[config.mk]
export PLATFORM = sky130hd
export DESIGN_NAME = sha256_message_hash_flat
export DESIGN_NICKNAME = d
export VERILOG_FILES = /design/src/rtl/shamh_pkg.sv /design/src/rtl/shamh_in_if.sv /design/src/rtl/shamh_out_if.sv /design/src/rtl/sha256_message_hash.sv /design/src/flat_wrapper.sv
export SDC_FILE = /design/constraint.sdc
export NUM_CORES = 2
export LEC_CHECK = 0
export ABC_AREA = 0
export BUFFER_PORTS_ARGS = -buffer_cell sky130_fd_sc_hd__buf_2
export CAP_MARGIN = 20
export CORE_MARGIN = 2
export CORE_UTILIZATION = 45
export DETAILED_ROUTE_END_ITERATION = 8
export GPL_TIMING_DRIVEN = 1
export PLACE_DENSITY = 0.63
export SLEW_MARGIN = 20
export SYNTH_ARGS = -nofsm -noshare
export SYNTH_HDL_FRONTEND = slang
export SYNTH_SLANG_ARGS = --single-unit
export TNS_END_PERCENT = 30
[constraint.sdc]
create_clock -name clk -period 21.1 [get_ports clk]
set_clock_uncertainty 0.1 [all_clocks]
set_input_delay 4.22 -clock clk [delete_from_list [all_inputs] [get_ports clk]]
set_output_delay 4.22 -clock clk [all_outputs]
set_load 0.01 [all_outputs]
[src/rtl/shamh_pkg.sv]
package shamh_pkg;

	localparam int WORD_W      = 32;
	localparam int BLOCK_WORDS = 16;
	localparam int CHAIN_WORDS = 8;
	localparam int ROUNDS      = 64;
	localparam int POS_W       = $clog2(BLOCK_WORDS);
	localparam int RND_W       = $clog2(ROUNDS);
	localparam int COUNT_W     = 3;
	localparam int LEN_W       = 64;
	localparam int DIGEST_W    = 2 * WORD_W;

	localparam logic [COUNT_W-1:0] FULL_COUNT = COUNT_W'(4);
	localparam logic [WORD_W-1:0]  PAD_MARK   = 32'h8000_0000;

	localparam logic [WORD_W-1:0] INIT_HASH [CHAIN_WORDS] = '{
		32'h6a09e667, 32'hbb67ae85, 32'h3c6ef372, 32'ha54ff53a,
		32'h510e527f, 32'h9b05688c, 32'h1f83d9ab, 32'h5be0cd19
	};

	localparam logic [WORD_W-1:0] ROUND_K [ROUNDS] = '{
		32'h428a2f98, 32'h71374491, 32'hb5c0fbcf, 32'he9b5dba5,
		32'h3956c25b, 32'h59f111f1, 32'h923f82a4, 32'hab1c5ed5,
		32'hd807aa98, 32'h12835b01, 32'h243185be, 32'h550c7dc3,
		32'h72be5d74, 32'h80deb1fe, 32'h9bdc06a7, 32'hc19bf174,
		32'he49b69c1, 32'hefbe4786, 32'h0fc19dc6, 32'h240ca1cc,
		32'h2de92c6f, 32'h4a7484aa, 32'h5cb0a9dc, 32'h76f988da,
		32'h983e5152, 32'ha831c66d, 32'hb00327c8, 32'hbf597fc7,
		32'hc6e00bf3, 32'hd5a79147, 32'h06ca6351, 32'h14292967,
		32'h27b70a85, 32'h2e1b2138, 32'h4d2c6dfc, 32'h53380d13,
		32'h650a7354, 32'h766a0abb, 32'h81c2c92e, 32'h92722c85,
		32'ha2bfe8a1, 32'ha81a664b, 32'hc24b8b70, 32'hc76c51a3,
		32'hd192e819, 32'hd6990624, 32'hf40e3585, 32'h106aa070,
		32'h19a4c116, 32'h1e376c08, 32'h2748774c, 32'h34b0bcb5,
		32'h391c0cb3, 32'h4ed8aa4a, 32'h5b9cca4f, 32'h682e6ff3,
		32'h748f82ee, 32'h78a5636f, 32'h84c87814, 32'h8cc70208,
		32'h90befffa, 32'ha4506ceb, 32'hbef9a3f7, 32'hc67178f2
	};

	function automatic logic [WORD_W-1:0] big_sigma0(input logic [WORD_W-1:0] x);
		return {x[1:0], x[31:2]} ^ {x[12:0], x[31:13]} ^ {x[21:0], x[31:22]};
	endfunction

	function automatic logic [WORD_W-1:0] big_sigma1(input logic [WORD_W-1:0] x);
		return {x[5:0], x[31:6]} ^ {x[10:0], x[31:11]} ^ {x[24:0], x[31:25]};
	endfunction

	function automatic logic [WORD_W-1:0] small_sigma0(input logic [WORD_W-1:0] x);
		return {x[6:0], x[31:7]} ^ {x[17:0], x[31:18]} ^ {3'b000, x[31:3]};
	endfunction

	function automatic logic [WORD_W-1:0] small_sigma1(input logic [WORD_W-1:0] x);
		return {x[16:0], x[31:17]} ^ {x[18:0], x[31:19]} ^ {10'b0, x[31:10]};
	endfunction

endpackage

[src/rtl/shamh_in_if.sv]
interface shamh_in_if;
	logic                              valid;
	logic                              ready;
	logic [shamh_pkg::WORD_W-1:0]      message_word;
	logic [shamh_pkg::COUNT_W-1:0]     byte_count;
	logic                              last;

	modport source (output valid, output message_word, output byte_count, output last,
		input ready);
	modport sink (input valid, input message_word, input byte_count, input last,
		output ready);
endinterface

[src/rtl/shamh_out_if.sv]
interface shamh_out_if;
	logic                              valid;
	logic                              ready;
	logic [shamh_pkg::DIGEST_W-1:0]    digest_0;
	logic [shamh_pkg::DIGEST_W-1:0]    digest_1;
	logic [shamh_pkg::DIGEST_W-1:0]    digest_2;
	logic [shamh_pkg::DIGEST_W-1:0]    digest_3;

	modport source (output valid, output digest_0, output digest_1, output digest_2,
		output digest_3, input ready);
	modport sink (input valid, input digest_0, input digest_1, input digest_2,
		input digest_3, output ready);
endinterface

[src/rtl/sha256_message_hash.sv]
// sha-256 over a stream of 32-bit words, one round per cycle on a single round unit
// a word is taken while the block is idle; every 16th word starts the 64 rounds and 1 chaining update
// last word: padding and one or two compressions, then the digest is held
// until taken; the block takes no word while compressing or holding a digest
// arst_n clears the control state and loads the initial hash values
module sha256_message_hash (
	input  logic         clk,
	input  logic         arst_n,
	shamh_in_if.sink     msg,
	shamh_out_if.source  hash
);

	typedef enum logic [4:0] {
		ST_IDLE   = 5'b00001,
		ST_PAD    = 5'b00010,
		ST_ROUND  = 5'b00100,
		ST_UPDATE = 5'b01000,
		ST_OUT    = 5'b10000
	} state_t;

	localparam logic [shamh_pkg::POS_W-1:0] POS_LAST = shamh_pkg::POS_W'(shamh_pkg::BLOCK_WORDS - 1);
	localparam logic [shamh_pkg::POS_W-1:0] POS_LEN  = shamh_pkg::POS_W'(shamh_pkg::BLOCK_WORDS - 2);
	localparam logic [shamh_pkg::RND_W-1:0] RND_LAST = shamh_pkg::RND_W'(shamh_pkg::ROUNDS - 1);

	state_t                               state_q;
	logic [shamh_pkg::POS_W-1:0]          pos_q;
	logic [shamh_pkg::LEN_W-1:0]          bitlen_q;
	logic                                 pend80_q;
	logic                                 hi_done_q;
	logic                                 final_q;
	logic                                 pad_q;
	logic [shamh_pkg::RND_W-1:0]          rnd_q;
	logic [shamh_pkg::WORD_W-1:0]         chain_q [shamh_pkg::CHAIN_WORDS];
	logic [shamh_pkg::WORD_W-1:0]         var_q   [shamh_pkg::CHAIN_WORDS];
	logic [shamh_pkg::WORD_W-1:0]         sched_q [shamh_pkg::BLOCK_WORDS];

	logic                                 in_acc;
	logic [shamh_pkg::COUNT_W-1:0]        count_eff;
	logic [shamh_pkg::WORD_W-1:0]         in_word;
	logic [shamh_pkg::WORD_W-1:0]         pad_word;
	logic                                 push_en;
	logic [shamh_pkg::WORD_W-1:0]         push_data;
	logic [shamh_pkg::WORD_W-1:0]         ch;
	logic [shamh_pkg::WORD_W-1:0]         maj;
	logic [shamh_pkg::WORD_W-1:0]         tmp1;
	logic [shamh_pkg::WORD_W-1:0]         tmp2;
	logic [shamh_pkg::WORD_W-1:0]         sched_new;

	assign msg.ready  = (state_q == ST_IDLE);
	assign hash.valid = (state_q == ST_OUT);
	assign hash.digest_0 = {chain_q[0], chain_q[1]};
	assign hash.digest_1 = {chain_q[2], chain_q[3]};
	assign hash.digest_2 = {chain_q[4], chain_q[5]};
	assign hash.digest_3 = {chain_q[6], chain_q[7]};

	assign in_acc = msg.valid && msg.ready;

	// non-final words always count as full
	assign count_eff = (!msg.last || msg.byte_count > shamh_pkg::FULL_COUNT) ?
		shamh_pkg::FULL_COUNT : msg.byte_count;

	// short last word: keep the top bytes and put the marker byte right after them
	always_comb begin
		case (count_eff)
			3'd0:    in_word = shamh_pkg::PAD_MARK;
			3'd1:    in_word = {msg.message_word[31:24], 24'h80_0000};
			3'd2:    in_word = {msg.message_word[31:16], 16'h8000};
			3'd3:    in_word = {msg.message_word[31:8], 8'h80};
			default: in_word = msg.message_word;
		endcase
	end

	always_comb begin
		if (pend80_q) begin
			pad_word = shamh_pkg::PAD_MARK;
		end else if (hi_done_q) begin
			pad_word = bitlen_q[31:0];
		end else if (pos_q == POS_LEN) begin
			pad_word = bitlen_q[63:32];
		end else begin
			pad_word = '0;
		end
	end

	assign push_en   = in_acc || (state_q == ST_PAD);
	assign push_data = (state_q == ST_IDLE) ? in_word : pad_word;

	// shared round unit
	assign ch   = (var_q[4] & var_q[5]) ^ (~var_q[4] & var_q[6]);
	assign maj  = (var_q[0] & var_q[1]) ^ (var_q[0] & var_q[2]) ^ (var_q[1] & var_q[2]);
	assign tmp1 = var_q[7] + shamh_pkg::big_sigma1(var_q[4]) + ch
		+ shamh_pkg::ROUND_K[rnd_q] + sched_q[0];
	assign tmp2 = shamh_pkg::big_sigma0(var_q[0]) + maj;
	assign sched_new = shamh_pkg::small_sigma1(sched_q[14]) + sched_q[9]
		+ shamh_pkg::small_sigma0(sched_q[1]) + sched_q[0];

	always_ff @(posedge clk or negedge arst_n) begin
		if (!arst_n) begin
			state_q   <= ST_IDLE;
			pos_q     <= '0;
			bitlen_q  <= '0;
			pend80_q  <= 1'b0;
			hi_done_q <= 1'b0;
			final_q   <= 1'b0;
			pad_q     <= 1'b0;
			rnd_q     <= '0;
			for (int i = 0; i < shamh_pkg::CHAIN_WORDS; i++) begin
				chain_q[i] <= shamh_pkg::INIT_HASH[i];
			end
		end else begin
			case (state_q)
				ST_IDLE: begin
					if (in_acc) begin
						bitlen_q  <= bitlen_q + {58'b0, count_eff, 3'b000};
						pos_q     <= pos_q + 1'b1;
						pend80_q  <= msg.last && (count_eff == shamh_pkg::FULL_COUNT);
						pad_q     <= msg.last;
						hi_done_q <= 1'b0;
						final_q   <= 1'b0;
						rnd_q     <= '0;
						if (pos_q == POS_LAST) begin
							state_q <= ST_ROUND;
						end else if (msg.last) begin
							state_q <= ST_PAD;
						end
					end
				end
				ST_PAD: begin
					pos_q <= pos_q + 1'b1;
					rnd_q <= '0;
					if (pend80_q) begin
						pend80_q <= 1'b0;
					end else if (hi_done_q) begin
						// low length word closes the last block
						hi_done_q <= 1'b0;
						final_q   <= 1'b1;
					end else if (pos_q == POS_LEN) begin
						hi_done_q <= 1'b1;
					end
					if (pos_q == POS_LAST) begin
						state_q <= ST_ROUND;
					end
				end
				ST_ROUND: begin
					rnd_q <= rnd_q + 1'b1;
					if (rnd_q == RND_LAST) begin
						state_q <= ST_UPDATE;
					end
				end
				ST_UPDATE: begin
					for (int i = 0; i < shamh_pkg::CHAIN_WORDS; i++) begin
						chain_q[i] <= chain_q[i] + var_q[i];
					end
					if (final_q) begin
						state_q <= ST_OUT;
					end else if (pad_q) begin
						state_q <= ST_PAD;
					end else begin
						state_q <= ST_IDLE;
					end
				end
				ST_OUT: begin
					if (hash.ready) begin
						for (int i = 0; i < shamh_pkg::CHAIN_WORDS; i++) begin
							chain_q[i] <= shamh_pkg::INIT_HASH[i];
						end
						bitlen_q <= '0;
						pos_q    <= '0;
						pad_q    <= 1'b0;
						final_q  <= 1'b0;
						state_q  <= ST_IDLE;
					end
				end
				default: begin
					state_q <= ST_IDLE;
				end
			endcase
		end
	end

	// message schedule window and working variables
	always_ff @(posedge clk) begin
		if (push_en) begin
			for (int i = 0; i < shamh_pkg::BLOCK_WORDS - 1; i++) begin
				sched_q[i] <= sched_q[i + 1];
			end
			sched_q[shamh_pkg::BLOCK_WORDS - 1] <= push_data;
			if (pos_q == POS_LAST) begin
				for (int i = 0; i < shamh_pkg::CHAIN_WORDS; i++) begin
					var_q[i] <= chain_q[i];
				end
			end
		end else if (state_q == ST_ROUND) begin
			for (int i = 0; i < shamh_pkg::BLOCK_WORDS - 1; i++) begin
				sched_q[i] <= sched_q[i + 1];
			end
			sched_q[shamh_pkg::BLOCK_WORDS - 1] <= sched_new;
			var_q[7] <= var_q[6];
			var_q[6] <= var_q[5];
			var_q[5] <= var_q[4];
			var_q[4] <= var_q[3] + tmp1;
			var_q[3] <= var_q[2];
			var_q[2] <= var_q[1];
			var_q[1] <= var_q[0];
			var_q[0] <= tmp1 + tmp2;
		end
	end

endmodule

[src/flat_wrapper.sv]
// flat-port wrapper written by rule: the top's interface ports become plain ports
module sha256_message_hash_flat 
  (clk, arst_n, msg_valid, msg_message_word, msg_byte_count, msg_last, msg_ready, hash_valid, hash_digest_0, hash_digest_1, hash_digest_2, hash_digest_3, hash_ready);
  shamh_in_if msg_i ();
  shamh_out_if hash_i ();
  input  logic clk;
  input  logic arst_n;
  input wire logic [$bits(msg_i.valid)-1:0] msg_valid;
  input wire logic [$bits(msg_i.message_word)-1:0] msg_message_word;
  input wire logic [$bits(msg_i.byte_count)-1:0] msg_byte_count;
  input wire logic [$bits(msg_i.last)-1:0] msg_last;
  output wire logic [$bits(msg_i.ready)-1:0] msg_ready;
  output wire logic [$bits(hash_i.valid)-1:0] hash_valid;
  output wire logic [$bits(hash_i.digest_0)-1:0] hash_digest_0;
  output wire logic [$bits(hash_i.digest_1)-1:0] hash_digest_1;
  output wire logic [$bits(hash_i.digest_2)-1:0] hash_digest_2;
  output wire logic [$bits(hash_i.digest_3)-1:0] hash_digest_3;
  input wire logic [$bits(hash_i.ready)-1:0] hash_ready;
  assign msg_i.valid = msg_valid;
  assign msg_i.message_word = msg_message_word;
  assign msg_i.byte_count = msg_byte_count;
  assign msg_i.last = msg_last;
  assign msg_ready = msg_i.ready;
  assign hash_valid = hash_i.valid;
  assign hash_digest_0 = hash_i.digest_0;
  assign hash_digest_1 = hash_i.digest_1;
  assign hash_digest_2 = hash_i.digest_2;
  assign hash_digest_3 = hash_i.digest_3;
  assign hash_i.ready = hash_ready;
  sha256_message_hash u_core (.clk(clk), .arst_n(arst_n), .msg(msg_i), .hash(hash_i));
endmodule
======== Yosys cells after proc, flatten, opt, wreduce, memory -nomap -nowiden ========
Memory sizes are Yosys's and may differ from the RTL's.
Index checks and enable logic that the tools add are counted.
word-level totals
  register bits ........................... 339
  memory bits (writable) .................. 768
  bits in read-only memories .............. 2,048
  input port bits ......................... 40
  logic and storage cells ................. 194
  memories ................................ 3
memories
  memory            depth  bits a word  read ports  clocked after memory_dff  write ports  line                       RTL
  (name not given)  64     32           1           0                         0            sha256_message_hash.sv:92  + shamh_pkg::ROUND_K[rnd_q] + sched_q[0];
  u_core.sched_q    16     32           16          0                         16           sha256_message_hash.sv:35  logic [shamh_pkg::WORD_W-1:0] sched_q [shamh_pkg::BLOCK_WORDS];
  u_core.var_q      8      32           8           0                         8            sha256_message_hash.sv:34  logic [shamh_pkg::WORD_W-1:0] var_q [shamh_pkg::CHAIN_WORDS];
operators by class
  $add $sub $neg .......................... 21
  order comparisons ....................... 2
  equal/unequal tests ..................... 19
  mux-type cells .......................... 72
  bitwise logic cells ..................... 42
  reduce and logical (&&, ||, !) cells .... 19
operators with widths
  cell                                        number
  two-way mux 32 bit                          30
  adder 32 bit                                18
  case mux 256 bit (2 select lines)           1
  XOR 32 bit                                  9
  two-way mux 256 bit                         1
  AND 32 bit                                  5
  two-way mux 64 bit                          2
  case mux 32 bit (4 select lines)            1
  case mux 64 bit (2 select lines)            1
  adder 64 x 6 -> 64 bit                      1
  two-way mux 5 bit                           7
  NOT 32 bit                                  1
  XOR 32 x 22 -> 32 bit                       1
  XOR 32 x 29 -> 32 bit                       1
  case mux 5 bit (5 select lines)             1
  OR 1 bit                                    24
  case mux 6 bit (3 select lines)             1
  two-way mux 1 bit                           17
  case mux 4 bit (3 select lines)             1
  AND reduction 5 bit                         2
  AND reduction 3 bit                         3
  equality test 4 bit, second input constant  2
  two-way mux 4 bit                           2
  >= comparator 7 bit, second input constant  1
  28 further kinds                            42

======== Depth between registers and ports, before layout ========
An unclocked memory read counts as a cell.
  depth in word-level cells ............... 9
  depth in mapped cells ................... 42
  mapped depth without buffers ............ 40

======== Worst setup path before layout ========
OpenSTA, ideal clock, no wires.
  path kind ............................... input-to-reg
  from .................................... in msg_valid
  to ...................................... mem u_core.var_q[0][0] (netlist bit) (enable)
  library setup time ...................... 1.227 ns
  arrival time ............................ 22.554 ns
  slack ................................... -2.782 ns
  stages .................................. 4
  path through ............................ a21oi_1 > clkbuf_1 > buf_1 > o21ai_0
RTL lines
  element          line                       RTL
  start, declared  flat_wrapper.sv:8          input wire logic [$bits(msg_i.valid)-1:0] msg_valid;
  end, declared    sha256_message_hash.sv:34

==> flow_metrics.py <==
metrics = {
    "floorplanning": {
        "rows": 142,
        "coreArea_sq_mm": 0.150,
        "ios": 298,
        "die_area_sq_mm": 0.154,
        "die_h_um": 392,
        "initial_utilization_pct": 45.3,
        "die_x_um": 392,
    },
    "drt": {
        "avgViaCountPerCell": 5.86,
        "drt_iter0_markers": 4922,
        "vias": 51935,
        "post_drt_wl_per_cell_um": 26.1,
        "ant_nets": 0,
        "wirelength_um": 232000,
        "drc_errors": 0,
        "first_pass_iters": 7,
    },
    "layout": {
        "final_util_pct": 50.4,
        "final_nets": 7377,
        "drive_gt1_share_pct": 11.3,
        "final_area_sq_mm": 0.0754,
        "area_delta_synth_final_pct": 11.4,
    },
    "grt": {
        "grt_overflow": 0,
        "antenna_found_initial": 1,
        "grt_pass1_vias": 49471,
        "grt_pass1_wl_um": 336000,
        "track_usage_pct": 29.8,
        "grt_max_degree": 194,
    },
    "synth": {
        "ys_seq_area_share_pct": 46.7,
        "syn_inst": 6556,
        "synth_area_leader_cell": "edfxtp_1",
        "yosysUniqueCellTypes": 95,
        "synth_top_family_by_area": "compound AO/OA/AOI/OAI gates",
        "synthAdderAreaFrac_pct": 13.2,
        "ys_ff_latch": 1104,
        "synth_warnings": 0,
        "synthFlopType": "edfxtp_1",
        "synthSimpleGateAreaFrac_pct": 12.4,
        "syn-num-nets": 7189,
        "synth.area.top_cells": "edfxtp_1, dfrtp_1, ha_1",
        "synth_compound_area_share_pct": 15.2,
        "syn_avg_cell_area_sq_um": 10.3,
        "synth_edf_count": 768,
        "synthXorXnorAreaFrac_pct": 8.14,
        "yosys.area.top_type_share_pct": 34.1,
        "syn-cell-area_sq_mm": 0.0677,
        "synth.area.mux_share_pct": 0.915,
        "async_flop_share_pct": 30.4,
    },
    "critical_path": {
        "path_delay_family": "compound AO/OA/AOI/OAI gates",
        "startpoint_type": "register",
        "worstSetupPathType": "register to register",
        "cp_max_fo": 23,
        "crit_buf_inv": 8,
        "r2r_slack_ns": 10.72,
        "cpMostUsedCell": "inv_1",
        "worstPathArrival_ns": 10.80,
        "crit_required_ns": 21.52,
        "cp-end-kind": "register",
        "cpPeakStageDelay_ns": 0.66,
        "cp_slowest_cell": "o31ai_1",
    },
    "clock_tree": {
        "post-cts-setup-buffers": 0,
        "cts_htree_levels": 3,
        "holdBufCountCts": 0,
        "clockBufferDepth": 3,
        "cts_resized": 0,
        "cts_tree": "done",
        "cts_buffers": 118,
        "clockRootBuffer": "clkbuf_16",
        "clkLatencyLatePin_ns": 0.78,
        "clk_pin_slew_ns": 0.06,
        "clkSinkCount": 1104,
    },
    "sta": {
        "final-setup-viol-count": 0,
        "slew_headroom_pct": 18.9,
        "drv_slew": 0,
        "period_share_pct": 49.2,
        "fin_tns_setup_ns": 0,
        "fmax_ghz": 0.0964,
        "fin_crit_ns": 10.38,
        "hold_viol_final": 0,
        "worst_pin_slew_ns": 1.20,
        "rsz0062_at_grt": "no",
    },
    "run": {
        "cap_violations": 0,
    },
    "place": {
        "dp_hpwl_um": 175000,
        "routabilityCongestion": 0.974,
        "place_area_sq_mm": 0.0712,
        "numPortBuffers": 297,
    },
    "min_path": {
        "hold_path.class": "register to register",
    },
    "status": {
        "status": "finished, final reports clean",
    },
}
[metal layers]
layer  track usage [%]  share of wire [%]
met5                 0             0.0056
met4              12.0                4.4
met3              5.26                8.6
met2              44.9                 44
met1              42.4                 43
[synth_stat cells (all sizes together) (156+ instances only)]
cell    number
ha         397
o21ai      491
edfxtp     768
clkbuf     257
nor2       328
xnor2      382
nand2      989
nand3      156
a21o       193
xor2       247
dfrtp      199
inv        328
a21oi      508
fa         196
[final timing paths]
check                                        from                        to  depth (start not counted)
max in group asynchronous                  arst_n         u_core.state_q[2]                          3
min in group asynchronous                  arst_n  u_core.hash.digest_2[47]                          1
min                        u_core.sched_q[0][186]    u_core.sched_q[0][154]                          0
max                               u_core.rnd_q[1]       u_core.var_q[0][30]                         37
min reg2reg                u_core.sched_q[0][186]    u_core.sched_q[0][154]                          0
max reg2reg                       u_core.rnd_q[1]       u_core.var_q[0][30]                         37
[registers in the layout, summed over array words and instances, names as in the netlist]
name and flops:
u_core.var_q 256, u_core.sched_q 512, u_core.hash.digest_2 64, u_core.final_q 1
u_core.pad_q 1, u_core.pend80_q 1, u_core.hash.digest_0 64, u_core.pos_q 4
u_core.hash.digest_3 64, u_core.bitlen_q 61, u_core.hash.digest_1 64, u_core.rnd_q 6
u_core.state_q 5, u_core.hi_done_q 1
[through the flow]
stage / hold WS (ns) / cells / setup WS [ns]
finish: 0.238 / 8866 / 10.72
global route: 0.243 / 8865 / 9.99
CTS: 0.232 / 8865 / 10.74
detailed placement: 0.305 / 8640 / 10.86
global placement: 0.300 / 8640 / 10.90
floorplan: 0.300 / 6556 / 4.10
[cells by family after synthesis]
family | Yosys count
flip-flops | 1104
XOR/XNOR | 629
multiplexers | 50
AND/OR/NAND/NOR | 1903
AO/OA/AOI/OAI | 1665
buffers and inverters | 609
adder cells (fa/ha/maj) | 596
[layout make-up]
class	instances	area (sq um)
flip-flops and latches	1104	31600
repair buffers	349	1950
fillers	13654	74200
inverters	328	1230
diodes	1	2.50
multi-input cells	4843	33800
well taps	2016	2520
clock inverters	77	1010
clock buffers	148	3190
[layout by cell type, fill, tap and decap left out, types with 18 or more instances in the layout]
| cell | netlist | layout |
|---|---|---|
| a211oi_1 | 58 | 58 |
| a21o_1 | 193 | 193 |
| a21oi_1 | 507 | 506 |
| a221o_1 | 18 | 18 |
| a31oi_1 | 41 | 41 |
| and3_1 | 39 | 38 |
| buf_2 | 0 | 296 |
| buf_4 | 1 | 46 |
| clkbuf_1 | 256 | 21 |
| clkbuf_16 | 0 | 121 |
| dfrtp_1 | 199 | 196 |
| dfstp_2 | 137 | 137 |
| edfxtp_1 | 768 | 768 |
| fa_1 | 196 | 196 |
| ha_1 | 397 | 397 |
| inv_1 | 327 | 327 |
| mux2_2 | 25 | 25 |
| mux2i_1 | 18 | 18 |
| nand2_1 | 989 | 986 |
| nand2b_1 | 66 | 66 |
| nand3_1 | 154 | 154 |
| nand4_1 | 36 | 36 |
| nor2_1 | 326 | 325 |
| nor2b_1 | 41 | 41 |
| nor3_1 | 119 | 118 |
| o211ai_1 | 33 | 33 |
| o21a_1 | 47 | 47 |
| o21ai_0 | 486 | 479 |
| o21bai_1 | 43 | 43 |
| o31ai_1 | 31 | 31 |
| or2_2 | 18 | 18 |
| or3_1 | 38 | 38 |
| xnor2_1 | 382 | 382 |
| xor2_1 | 247 | 247 |
Power is not shown: default switching activity piles up to over one toggle a cycle in this logic, so the estimate is an artifact.
